--- src/rtl/hcb_pkg.sv ---
// Shared constants, types and command structs of the Huffman code builder.
package hcb_pkg;

    localparam int MAX_SYMBOLS = 16;
    localparam int NODE_CELLS  = 2 * MAX_SYMBOLS - 1;
    localparam int WEIGHT_W    = 16;
    localparam int NODE_W      = 20;
    localparam int IDX_W       = 5;
    localparam int COUNT_W     = 5;
    localparam int CODE_W      = 15;
    localparam int LEN_W       = 4;
    localparam int SYM_W       = 4;

    // Running pair of the two lightest parentless nodes seen so far in a scan.
    typedef struct packed {
        logic              have_a;
        logic [IDX_W-1:0]  a;
        logic [NODE_W-1:0] wa;
        logic              have_b;
        logic [IDX_W-1:0]  b;
        logic [NODE_W-1:0] wb;
    } pick_t;

    // Broadcast to the node cells.
    typedef struct packed {
        logic              clear;
        logic              wr_en;
        logic [IDX_W-1:0]  wr_idx;
        logic [NODE_W-1:0] wr_weight;
        logic              mark_en;
        logic [IDX_W-1:0]  mark_p;
        logic [IDX_W-1:0]  mark_q;
    } node_cmd_t;

    // Broadcast to the leaf cells.
    typedef struct packed {
        logic             init_en;
        logic [IDX_W-1:0] init_idx;
        logic             merge_en;
        logic [IDX_W-1:0] p;
        logic [IDX_W-1:0] q;
        logic [IDX_W-1:0] nd;
    } leaf_cmd_t;

endpackage

--- src/rtl/hcb_node_cell.sv ---
// One tree node: holds its weight and parent flag, and takes part in the minimum scan.
module hcb_node_cell (
    input  logic                      aclk,
    input  logic                      aresetn,
    input  logic [hcb_pkg::IDX_W-1:0] cell_idx,
    input  hcb_pkg::node_cmd_t        cmd,
    input  hcb_pkg::pick_t            pick_in,
    output hcb_pkg::pick_t            pick_out
);

    logic                       live_reg;
    logic                       has_parent_reg;
    logic [hcb_pkg::NODE_W-1:0] weight_reg;
    hcb_pkg::pick_t             pick_reg;
    hcb_pkg::pick_t             pick_next;

    // Node state: written on load or merge, marked when it gains a parent.
    always_ff @(posedge aclk) begin
        if (!aresetn || cmd.clear) begin
            live_reg       <= 1'b0;
            has_parent_reg <= 1'b0;
        end else begin
            if (cmd.wr_en && cmd.wr_idx == cell_idx) begin
                live_reg       <= 1'b1;
                has_parent_reg <= 1'b0;
            end
            if (cmd.mark_en && (cmd.mark_p == cell_idx || cmd.mark_q == cell_idx)) begin
                has_parent_reg <= 1'b1;
            end
        end
        if (cmd.wr_en && cmd.wr_idx == cell_idx) begin
            weight_reg <= cmd.wr_weight;
        end
    end

    // Fold this node into the running pair; a tie goes to this, the later, node.
    always_comb begin
        pick_next = pick_in;
        if (live_reg && !has_parent_reg) begin
            if (!pick_in.have_a) begin
                pick_next.have_a = 1'b1;
                pick_next.a      = cell_idx;
                pick_next.wa     = weight_reg;
            end else if (weight_reg <= pick_in.wa) begin
                pick_next.have_b = 1'b1;
                pick_next.b      = pick_in.a;
                pick_next.wb     = pick_in.wa;
                pick_next.a      = cell_idx;
                pick_next.wa     = weight_reg;
            end else if (!pick_in.have_b || weight_reg <= pick_in.wb) begin
                pick_next.have_b = 1'b1;
                pick_next.b      = cell_idx;
                pick_next.wb     = weight_reg;
            end
        end
    end

    // The pair moves on to the next cell every cycle.
    always_ff @(posedge aclk) begin
        if (!aresetn) begin
            pick_reg <= '0;
        end else begin
            pick_reg <= pick_next;
        end
    end

    assign pick_out = pick_reg;

endmodule

--- config.mk ---
export PLATFORM = sky130hd
export DESIGN_NAME = hcb_node_cell
export DESIGN_NICKNAME = d
export VERILOG_FILES = /design/src/rtl/hcb_pkg.sv /design/src/rtl/hcb_node_cell.sv
export SDC_FILE = /design/constraint.sdc
export NUM_CORES = 1
export LEC_CHECK = 0
export ABC_AREA = 1
export BUFFER_PORTS_ARGS = -buffer_cell sky130_fd_sc_hd__buf_2
export CORE_MARGIN = 1
export CORE_UTILIZATION = 45
export CTS_CLUSTER_DIAMETER = 50
export DETAILED_ROUTE_END_ITERATION = 10
export PLACE_DENSITY = 0.72
export SYNTH_ARGS = -nofsm -noshare
export SYNTH_HDL_FRONTEND = slang
export SYNTH_SLANG_ARGS = --single-unit
export TNS_END_PERCENT = 10
--- constraint.sdc ---
create_clock -name aclk -period 5 [get_ports aclk]
set_input_delay 1.25 -clock aclk [delete_from_list [all_inputs] [get_ports aclk]]
set_output_delay 1.25 -clock aclk [all_outputs]
set_load 0.05 [all_outputs]
==> impl_metrics.json <==
{
  "worstHoldPathCells": 2,
  "critPathBufInv": 2,
  "clockRootBuffer": "clkbuf_8",
  "vias_per_cell": 5.14,
  "fillers": 969,
  "fin_hold_ws_ps": 475,
  "final_area_sq_um": 5470,
  "worst_ep_arrival_time_ps": 3640,
  "dr_total_vias": 4568,
  "final_max_slew_viol_count": 0,
  "cts_resized": 0,
  "area_delta_synth_final_pct": 20.6,
  "cts.htree.levels": 3,
  "leakage_nw": 2.92,
  "dieArea_sq_um": 10500,
  "async_flop_share_pct": 0,
  "rrSetupSlack_ps": 2170,
  "finClkSkew_ps": 9.97,
  "cts_tree": "built",
  "ys_types": 33,
  "yosys_most_used_dff": "dfxtp_1",
  "drc": 0,
  "hold_violations": 0,
  "clk_latency_ps": 360,
  "required_ps": 5240,
  "power_density_nw_per_um2": 256,
  "cts_buffer_depth": 2,
  "grt_pass1_wl_mm": 20.0,
  "crit-reg2reg-capture": "pick_out[27]$_SDFF_PN0_",
  "min-delay-start": "live_reg$_SDFFE_PP0P_",
  "tns_ps": 0,
  "period_share_pct": 68.1,
  "hold_class": "flop to flop",
  "syn_area_per_cell_sq_um": 7.33,
  "wl_met3_microns": 904,
  "post-dp-hpwl_mm": 8.87,
  "start_util_pct": 46.4,
  "synth_most_common_cell": "nand2_1",
  "yosysTopAreaCellShare_pct": 23.8,
  "grt_max_degree": 52,
  "cp-start-kind": "input port",
  "drive_above_1_share_pct": 24.0,
  "synth-edff-count": 20,
  "setup-violations-final": 0,
  "status": "completed",
  "ios": 149,
  "yosys_warnings": 0,
  "clk_pin_slew_worst_paths_ps": 70,
  "drtAntennaViolNets": 0,
  "crit_type": "input port to flop",
  "cp_slowest_cell": "nand3_2",
  "rows": 36,
  "cts_buffers": 9,
  "cp_max_fo": 50,
  "synth_common_cells": "nand2_1 (106), a21oi_1 (96), inv_1 (93)",
  "synthTopCellsByArea": "dfxtp_1 (24%), edfxtp_1 (13%), ha_1 (11%)",
  "io_buffers": 148,
  "whs_endpoint": "live_reg$_SDFFE_PP0P_",
  "die_h_microns": 102,
  "synthCells": 619,
  "drv_cap": 0,
  "antenna_cells": 0,
  "grt_pass1_vias": 4311,
  "wl_met1_mm": 5.49,
  "fin_crit_ps": 3400,
  "yosysSeqAreaShare_pct": 37.1,
  "routed_wl_mm": 12.8,
  "cts_sinks": 74,
  "holdBufCountCts": 0,
  "syn_area_sq_um": 4540,
  "crit_chain": "buf_2 -> inv_1 -> ha_1 -> nand2_1 -> nor2_2 -> nand2_1 -> nor2_2 -> nand2_1 -> nand3_2 -> nand3_2 -> a21oi_1 -> nor2_1",
  "routabilityCongestion": 0.877,
  "overflow": 0,
  "cpPeakStageDelay_ps": 780,
  "die_x_microns": 102,
  "post-cts-setup-buffers": 0,
  "worstSetupEndpointType": "flop",
  "fmax_ghz": 0.294,
  "initialDrtViolationCount": 184,
  "grt_setup_unrepaired": "false",
  "largest_reg_flops": 52,
  "drt_pre_antenna_iters": 4,
  "regToRegStartpoint": "weight_reg[19]$_DFFE_PP_",
  "antenna_found_initial": 0,
  "grt_use_total_pct": 25.1,
  "top_layer_used": "met4",
  "finalNonFillerCells": 888,
  "ys_ff_latch": 74,
  "r2r_cells": 10,
  "dp_cells": 872,
  "wire_per_inst_microns": 14.4,
  "wl_met2_mm": 6.20,
  "slew_headroom_pct": 17.8,
  "worstMarginPinSlew_ps": 1230,
  "fin_nets": 887,
  "syn_nets": 756,
  "ir_drop_v": 0.000128,
  "crit_top_cell": "nand2_1",
  "critical_path.top_delay_family": "simple AND/OR/NAND/NOR gates",
  "synth_top_cell_by_area": "dfxtp_1",
  "dpl-instance-area_sq_um": 5300,
  "fp.coreArea_sq_um": 9770
}
==> worst max-delay path by stage <==
| stage | from | end | slack [ps] | depth (start not counted) |
|---|---|---|---|---|
| floorplan | pick_in[19] | pick_out[10]$_SDFF_PN0_ | 2290 | 11 |
| global placement | pick_in[45] | pick_out[41]$_SDFF_PN0_ | 1370 | 12 |
| detailed placement | pick_in[45] | pick_out[48]$_SDFF_PN0_ | 1270 | 12 |
| CTS | pick_in[45] | pick_out[27]$_SDFF_PN0_ | 1640 | 12 |
| global route | pick_in[45] | pick_out[27]$_SDFF_PN0_ | 1380 | 12 |
| finish | pick_in[45] | pick_out[27]$_SDFF_PN0_ | 1600 | 12 |
==> power breakdown <==
part	internal, mW	total, mW	switching, mW
sequential	0.642	0.651	0.00938
clock	0.209	0.420	0.211
combinational	0.0988	0.329	0.230
==> cell families (layout without fill, tap and decap cells) <==
family	Yosys count	after routing	synth area share (%)
flops	74	74	37.1
compound gates	135	135	15.5
simple gates	238	238	23.7
buf+inv	126	262	11.5
xor+xnor	6	6	1.16
fa+ha+maj	40	40	11.0
==> placed cells by master (no fill, tap or decap) <==
cell type,count
buf_2,148
nand2_1,106
a21oi_1,96
inv_1,93
nand3_1,77
dfxtp_1,54
ha_1,40
nor2_1,38
o21ai_0,29
edfxtp_1,20
clkbuf_8,11
clkbuf_1,5
xnor2_1,4
nor2_2,3
inv_2,3
nor2_4,3
nand2_2,3
a211oi_1,3
xor2_1,2
a21o_1,2
o21ai_1,2
nand3_2,2
nand2_4,2
a221oi_1,1
o22ai_1,1
nand4_2,1
nand3_4,1
a21oi_4,1
inv_4,1
or2_2,1
nand4_1,1
buf_4,1
==> worst register-to-register path: cells and delay by family (launching register included) <==
| family | cells | cell delay, ps |
|---|---|---|
| flops | 1 | 440 |
| compound gates | 1 | 460 |
| simple gates | 8 | 1500 |
| fa+ha+maj | 1 | 340 |
==> area by class of cell <==
type	instances	area, sq um	area share [%]
Timing Repair Buffer	149	748	13.7
Multi-Input combinational cell	419	2340	42.8
Tap cell	133	166	3.04
Clock buffer	16	170	3.11
Inverter	97	367	6.70
Sequential cell	74	1680	30.7
==> stage by stage <==
stage / utilization [%] / worst slack [ps] / power [mW]
2_1_floorplan: - / 2290 / 0.890
3_3_place_gp: 54.2 / 1370 / 0.987
3_5_place_dp: 54.2 / 1270 / 0.993
4_1_cts: 56.0 / 1640 / 1.41
5_1_grt: 56.0 / 1380 / 1.47
6_report: 56.0 / 1600 / 1.40
==> metal layers <==
layer,track usage [%],vias up
met5,0,-
met4,10.9,0
met3,4.92,19
met2,42.8,187
met1,30.7,2073
li1,-,2289
Note: power is estimated with default switching activity, not from simulation.
