$ cat config.mk
export PLATFORM = sky130hd
export DESIGN_NAME = hcb_leaf_cell
export DESIGN_NICKNAME = d
export VERILOG_FILES = /design/src/rtl/hcb_pkg.sv /design/src/rtl/hcb_leaf_cell.sv
export SDC_FILE = /design/constraint.sdc
export NUM_CORES = 1
export LEC_CHECK = 0
export BUFFER_PORTS_ARGS = -buffer_cell sky130_fd_sc_hd__buf_2
export CORE_MARGIN = 5
export CORE_UTILIZATION = 25
export CTS_CLUSTER_DIAMETER = 200
export DETAILED_ROUTE_END_ITERATION = 10
export PLACE_DENSITY = 0.51
export RECOVER_POWER = 25
export SETUP_SLACK_MARGIN = 0.1
export SYNTH_ARGS = -nofsm -noshare
export SYNTH_HDL_FRONTEND = slang
export SYNTH_SLANG_ARGS = --single-unit
$ cat constraint.sdc
create_clock -name aclk -period 1.9 [get_ports aclk]
set_clock_uncertainty 0.15 [all_clocks]
set_input_delay 0.095 -clock aclk [delete_from_list [all_inputs] [get_ports aclk]]
set_output_delay 0.095 -clock aclk [all_outputs]
set_load 0.02 [all_outputs]
$ cat src/rtl/hcb_pkg.sv
// Shared constants, types and command structs of the Huffman code builder.
package hcb_pkg;

    localparam int MAX_SYMBOLS = 16;
    localparam int NODE_CELLS  = 2 * MAX_SYMBOLS - 1;
    localparam int WEIGHT_W    = 16;
    localparam int NODE_W      = 20;
    localparam int IDX_W       = 5;
    localparam int COUNT_W     = 5;
    localparam int CODE_W      = 15;
    localparam int LEN_W       = 4;
    localparam int SYM_W       = 4;

    // Running pair of the two lightest parentless nodes seen so far in a scan.
    typedef struct packed {
        logic              have_a;
        logic [IDX_W-1:0]  a;
        logic [NODE_W-1:0] wa;
        logic              have_b;
        logic [IDX_W-1:0]  b;
        logic [NODE_W-1:0] wb;
    } pick_t;

    // Broadcast to the node cells.
    typedef struct packed {
        logic              clear;
        logic              wr_en;
        logic [IDX_W-1:0]  wr_idx;
        logic [NODE_W-1:0] wr_weight;
        logic              mark_en;
        logic [IDX_W-1:0]  mark_p;
        logic [IDX_W-1:0]  mark_q;
    } node_cmd_t;

    // Broadcast to the leaf cells.
    typedef struct packed {
        logic             init_en;
        logic [IDX_W-1:0] init_idx;
        logic             merge_en;
        logic [IDX_W-1:0] p;
        logic [IDX_W-1:0] q;
        logic [IDX_W-1:0] nd;
    } leaf_cmd_t;

endpackage

$ cat src/rtl/hcb_leaf_cell.sv
// One symbol: tracks the subtree root above it and grows its code at each merge.
module hcb_leaf_cell (
    input  logic                       aclk,
    input  logic [hcb_pkg::IDX_W-1:0]  cell_idx,
    input  hcb_pkg::leaf_cmd_t         cmd,
    output logic [hcb_pkg::CODE_W-1:0] code_bits,
    output logic [hcb_pkg::LEN_W-1:0]  code_length
);

    logic [hcb_pkg::IDX_W-1:0]  top_reg;
    logic [hcb_pkg::CODE_W-1:0] bits_reg;
    logic [hcb_pkg::LEN_W-1:0]  len_reg;

    // The left child takes a one, the right child a zero, above the bits so far.
    always_ff @(posedge aclk) begin
        if (cmd.init_en && cmd.init_idx == cell_idx) begin
            top_reg  <= cell_idx;
            bits_reg <= '0;
            len_reg  <= '0;
        end else if (cmd.merge_en && top_reg == cmd.p) begin
            top_reg  <= cmd.nd;
            bits_reg <= bits_reg | (hcb_pkg::CODE_W'(1) << len_reg);
            len_reg  <= len_reg + 1'b1;
        end else if (cmd.merge_en && top_reg == cmd.q) begin
            top_reg <= cmd.nd;
            len_reg <= len_reg + 1'b1;
        end
    end

    assign code_bits   = bits_reg;
    assign code_length = len_reg;

endmodule

==> out/results.ini, run 1 <==
[status]
status = complete, no violations

[grt]
remaining_global_route_overflow = 0
number_of_global_route_vias_before_repair = 1045
grt_usage = 0.09962
antenna_found_initial = 0
grt_max_degree = 21
global_route_wire_length_before_repair_um = 4802

[setup_path]
largest_stage_delay_worst_path_ns = 0.43
criticalPathCategory = reg -> reg
worst_r2r_endpoint = code_length[1]$_SDFFE_PP0P_
cp-start-kind = flop
critical_path.top_delay_family = flip-flops
worst_setup_ep_type = flop
crit_arrival_ns = 1.60
worstRegToRegCells = 6
timing.critical_path.required_ns = 1.92
cp_max_fo = 6
r2r_slack_ns = 0.32
critPathBufInv = 1
worst_path_max_delay_cell = edfxtp_1
worstPathCellList = xnor2_1 -> nand4_1 -> o22ai_2 -> buf_4 -> mux2i_1 -> nor2_1
timing.rr.start = top_reg[0]$_DFFE_PP_

[power_and_ir_drop]
static_leakage_power_uw = 0.0006672
power_density_mw_per_mm2 = 1080
max-vdd-ir-drop_mv = 0.3795

[clock_network]
cts-root-to-sink-buffers = 2
post_cts_resized = 0
clockRootBuffer = clkbuf_8
worst_skew_pair.late_latency_ns = 0.27
tritoncts_clock_tree = done
clkSinkCount = 24
cts.clk_slew.worst_paths_ns = 0.09
cts_made_buffers = 3
htree_levels = 1

[floorplanning]
floorplan.die.height_um = 77.34
core_area_mm2 = 0.004384
floorplan.die.width_um = 77.34
floorplan.initialDensity = 0.2586
dieArea_mm2 = 0.005981
floorplan.rows = 24
design.portCount = 47

[sta]
rsz0062_at_grt = false
period_needed_ns = 1.582
finalHoldViolations = 0
min_period_over_period = 0.8326
maxSlewHeadroom = 0.8179
setup_viol = 0
timing.setup.tns_ns = 0
slew_violations = 0
timing.fmax_mhz = 632.2
worstMarginPinSlew_ns = 0.2731

[detailed_routing]
route.antenna.remaining_nets = 0
routed_wire_length_per_instance_um = 13.37
route.vias.total = 977
first_iter_violations = 42
wirelength_um = 2901
drc_viols = 0
avgViaCountPerCell = 4.502
drt_first_pass_iters = 3

[worst_hold_path]
holdCritStartpoint = cell_idx[1]
hold_depth = 2
worstHoldPathType = in -> reg
min_delay_worst_endpoint = top_reg[1]$_DFFE_PP_

[yosys]
synth_top_cell_by_area = dfxtp_1
yosys_most_used_dff = dfxtp_1
distinct_cell_type_count_of_the_synthesized_netlist = 23
mappedNetlistNets = 145
synth_top_area_share = 0.3355
synthTopCellsByArea = dfxtp_1 (34%), edfxtp_1 (13%), xnor2_1 (9.3%)
synth_top_cells_by_count = nor2_1 (23), dfxtp_1 (19), a31oi_1 (15)
ffs_w_async_s_r_synth = 0
yosysWarnings = 0
ys_seq_elements = 24
syn_inst = 111
most_common_cell_in_the_synthesized_netlist = nor2_1
synth_seq_area_share = 0.4680
synth_edf_count = 5
average_cell_area_after_synthesis_um2 = 10.21
netlist_area_mm2 = 0.001134

[final_layout]
syn2layout_area_growth_pct = 33.33
final_layout_size_suffix_gt1_frac = 0.2909
number_of_flip_flops_in_the_largest_register = 15
antenna-diode-count = 0
final_cell_count_no_fill = 217
flip_flop_and_latch_area_um2 = 530.5
n_fill_cell = 466
multi_input_gate_area_um2 = 546.8
design.final.nets = 200

[placed_design]
post-place-cells = 208
portBuffers = 46
dp_hpwl_um = 2315
place.gp.congestion = 0.7478

[flow_run]
max-cap-violations = 0

metal layers:
layer  up-vias  part of all wire  global-route usage
li1        493                 -                   -
met1       452              0.38             0.09986
met2        22              0.55              0.1869
met3        10             0.030             0.01157
met4         0             0.040             0.07216
met5         -                 0                   0
power by group:
part | switching (uW) | internal (uW)
clock | 168 | 229
combinational | 345 | 200
sequential | 80.9 | 610
total | 594 | 1040
stage by stage:
stage	worst slack (ns)	instance area, um^2	hold WS (ns)	utilization	power (uW)
3_5_place_dp	0.1488	1410	0.2519	0.3216	1258
2_1_floorplan	0.2805	1134	0.1648	-	1051
4_1_cts	0.2930	1526	0.004226	0.3482	1662
6_report	0.3181	1511	0.01373	0.3447	1633
3_3_place_gp	0.2027	1410	0.2463	0.3216	1248
5_1_grt	0.1638	1511	0.01536	0.3447	1752
cells in the final DEF, fill, tap and decap left out, types with 2 or more instances in the layout:
cell type	n
clkbuf_1	12
buf_4	3
buf_2	34
clkbuf_8	3
nand4_1	2
mux2_2	5
nand2_1	3
ha_1	6
xnor2_1	12
dfxtp_1	19
a31oi_1	15
nor2_1	23
xor2_1	4
inv_1	4
dlygate4sd3_1	5
edfxtp_1	5
repair_timing:
item | CTS | global route
hold buffers | 5 | 0
hold endpoints to repair | 5 | 0
buffers inserted | 0 | 0
cell families (layout without fill, tap and decap cells):
logic type / Yosys count / count (layout) / synth area share
compound gates: 18 / 18 / 0.1082
xor+xnor: 16 / 16 / 0.1236
fa+ha+maj: 6 / 6 / 0.06622
buf+inv: 8 / 62 / 0.04966
flops: 24 / 24 / 0.4680
mux: 6 / 6 / 0.05850
simple gates: 33 / 33 / 0.1258
area by class of cell:
class / count / share of cell area
multi-input combinational: 79 / 0.3618
sequential: 24 / 0.3510
timing repair buffer: 54 / 0.1904
clock buffer: 4 / 0.04387
tap: 52 / 0.04305
inverter: 4 / 0.009934
how the worst max path moves through the flow:
stage                              start                     endpoint  slack, ns  cells past startpoint
floorplan           top_reg[2]$_DFFE_PP_         top_reg[0]$_DFFE_PP_       0.28                      4
global placement             cell_idx[3]         top_reg[0]$_DFFE_PP_       0.20                      5
detailed placement           cell_idx[3]         top_reg[2]$_DFFE_PP_       0.15                      5
CTS                 top_reg[0]$_DFFE_PP_  code_length[1]$_SDFFE_PP0P_       0.29                      6
global route        top_reg[2]$_DFFE_PP_  code_length[2]$_SDFFE_PP0P_       0.16                      6
finish              top_reg[0]$_DFFE_PP_  code_length[1]$_SDFFE_PP0P_       0.32                      6
Note: power is estimated with default switching activity, not from simulation.
==> run 2, diff against run 1 <==
==> constraint.sdc (replaced) <==
create_clock -name aclk -period 1.5 [get_ports aclk]
set_clock_uncertainty 0.15 [all_clocks]
set_input_delay 0.075 -clock aclk [delete_from_list [all_inputs] [get_ports aclk]]
set_output_delay 0.075 -clock aclk [all_outputs]
set_load 0.02 [all_outputs]
==> run 2 against run 1 <==
The run now ends with setup timing left. Count of clock-buffer cells in the layout unchanged. Maximum frequency down 4.5%. Routed wire length up 1.1%. Sequential power up 25%. Sequential share of layout area down 3.0 points. Setup slack worse by 0.47 ns. Clock power up 24%. Non-clock buffer count up 7. Power up 31%. Flip-flop and latch count unchanged. Core utilization up 3.2 points. Critical path type unchanged. Largest cell class unchanged.
==> out/results.ini, run 2 (synthesized netlist as in run 1, its figures left out) <==
[sta]
period_needed_ns = 1.657  ; +0.07476 ns
worstMarginPinSlew_ns = 0.2627  ; -0.01035 ns
timing.fmax_mhz = 603.6  ; -4.5%
maxSlewHeadroom = 0.8256  ; +0.007653
rsz0062_at_grt = true
slew_violations = 0  ; unchanged
setup_viol = 24  ; +24
worst_slack_ns = -0.1566  ; -0.4748 ns
finalHoldViolations = 0  ; unchanged
finalHoldWorstSlack_ns = 0.07606  ; +0.06233 ns
min_period_over_period = 1.104  ; +0.2719

[final_layout]
flip_flop_and_latch_area_um2 = 530.5  ; unchanged
multi_input_gate_area_um2 = 603.1  ; +10%
final_layout_size_suffix_gt1_frac = 0.3721  ; +0.08118
mostFrequentLayoutCell = buf_2
syn2layout_area_growth_pct = 45.58
antenna-diode-count = 0  ; unchanged
design.final.nets = 207  ; +3.5%
number_of_flip_flops_in_the_largest_register = 15  ; unchanged
n_fill_cell = 456  ; -2.1%
most_used_cells_in_the_layout_excluding_fill_and_tap_cells = buf_2 (40), nor2_1 (23), dfxtp_1 (19)

[setup_path]
worst_setup_ep_type = flop
worst_path_max_delay_cell = edfxtp_1
cp-start-kind = flop
cp_max_fo = 5  ; -1
crit_arrival_ns = 1.49  ; -0.11 ns
worstPathCellList = xnor2_2 -> nand4_1 -> o22ai_4 -> or2_4
criticalPathCategory = reg -> reg
timing.critical_path.required_ns = 1.34  ; -0.58 ns
largest_stage_delay_worst_path_ns = 0.46  ; +0.03 ns
critPathBufInv = 0  ; -1
critical_path.top_delay_family = flip-flops

[placed_design]
dp_hpwl_um = 2365  ; +2.2%
detailedPlace.worstSlack_ns = -0.1831  ; -0.3319 ns
place.gp.congestion = 0.7399  ; -1.1%
portBuffers = 46  ; unchanged

[detailed_routing]
route.vias.total = 999  ; +2.3%
first_iter_violations = 39  ; -7.1%
routed_wire_length_per_instance_um = 13.09  ; -2.1%
drt_first_pass_iters = 4  ; +1
wirelength_um = 2932  ; +1.1%
route.antenna.remaining_nets = 0  ; unchanged
drc_viols = 0  ; unchanged
avgViaCountPerCell = 4.460  ; -0.94%

[floorplanning]
floorplan.die.height_um = 77.34  ; unchanged
core_area_mm2 = 0.004384  ; unchanged
design.portCount = 47  ; unchanged
floorplan.rows = 24  ; unchanged
floorplan.die.width_um = 77.34  ; unchanged
floorplan.initialDensity = 0.2586  ; unchanged
dieArea_mm2 = 0.005981  ; unchanged

[status]
failed_checks = setup timing
status = complete, but fails checks

[grt]
antenna_found_initial = 0  ; unchanged
global_route_wire_length_before_repair_um = 4892  ; +1.9%
grt_max_degree = 21  ; unchanged
remaining_global_route_overflow = 0  ; unchanged
grt_usage = 0.09901  ; -0.0006027
number_of_global_route_vias_before_repair = 1109  ; +6.1%

[flow_run]
max-cap-violations = 0  ; unchanged

[clock_network]
cts_made_buffers = 3  ; unchanged
tritoncts_clock_tree = done
clockRootBuffer = clkbuf_8
htree_levels = 1  ; unchanged
cts-root-to-sink-buffers = 2  ; unchanged
cts_post_setup_buffers_inserted = 0  ; unchanged
clkSinkCount = 24  ; unchanged
cts.clk_slew.worst_paths_ns = 0.08  ; about the same
worst_skew_pair.late_latency_ns = 0.26  ; about the same

[power_and_ir_drop]
power_density_mw_per_mm2 = 1295  ; +20%
max-vdd-ir-drop_mv = 0.4804  ; +27%
static_leakage_power_uw = 0.0007646  ; +15%
total_power_uw = 2138  ; +31%

[worst_hold_path]
worstHoldPathType = in -> reg

==> run 2: area by class of cell <==
| cell class | count | share of cell area |
|---|---|---|
| inverter | 4 | 0.009098 |
| tap | 52 | 0.03942 |
| timing repair buffer | 61 | 0.2244 |
| sequential | 24 | 0.3215 |
| multi-input combinational | 79 | 0.3654 |
| clock buffer | 4 | 0.04018 |
==> run 2: routing by layer <==
metal	global-route usage	part of all wire	up-vias
met5	0	0	-
met4	0.05842	0.028	0
met3	0.009259	0.024	8
met2	0.1961	0.57	18
met1	0.09735	0.38	467
li1	-	-	506
==> run 2: path summary, 6_finish.rpt <==
kind	start	to	slack (ns)	cells after the start
worst min-delay path	cell_idx[4]	top_reg[4]$_DFFE_PP_	0.08	3
worst max-delay path	top_reg[3]$_DFFE_PP_	top_reg[2]$_DFFE_PP_	-0.16	4
worst max register to register	top_reg[3]$_DFFE_PP_	top_reg[2]$_DFFE_PP_	-0.16	4
worst min register to register	code_bits[6]$_SDFFE_PP0P_	code_bits[6]$_SDFFE_PP0P_	0.32	2
==> run 2: repair_timing <==
action / CTS / global route
setup endpoints to repair: 24 / 24
pin swaps: 1 / 0
hold buffers: 6 / 0
resized for setup: 1 / 5
hold endpoints to repair: 5 / 0
==> run 2: metrics by stage <==
step,util,std cells,instance area [um^2],TNS (ns)
floorplan,-,111,1162,-0.8741
global placement,0.3413,214,1496,-1.721
detailed placement,0.3413,214,1496,-2.972
CTS,0.3710,224,1627,-2.476
global route,0.3764,224,1650,-4.293
finish,0.3764,224,1650,-1.660
==> run 2: report_power, final <==
group	internal (uW)	total, uW	leakage, uW	switching [uW]
combinational	302	784	0.000530	482
sequential	772	860	0.000200	88.4
clock	290	494	0.0000339	204
total	1360	2140	0.000765	775
==> run 2: worst min-delay path, cell delays in order <==
cell,delay [ns]
buf_2,0.10
buf_4,0.10
mux2_4,0.12
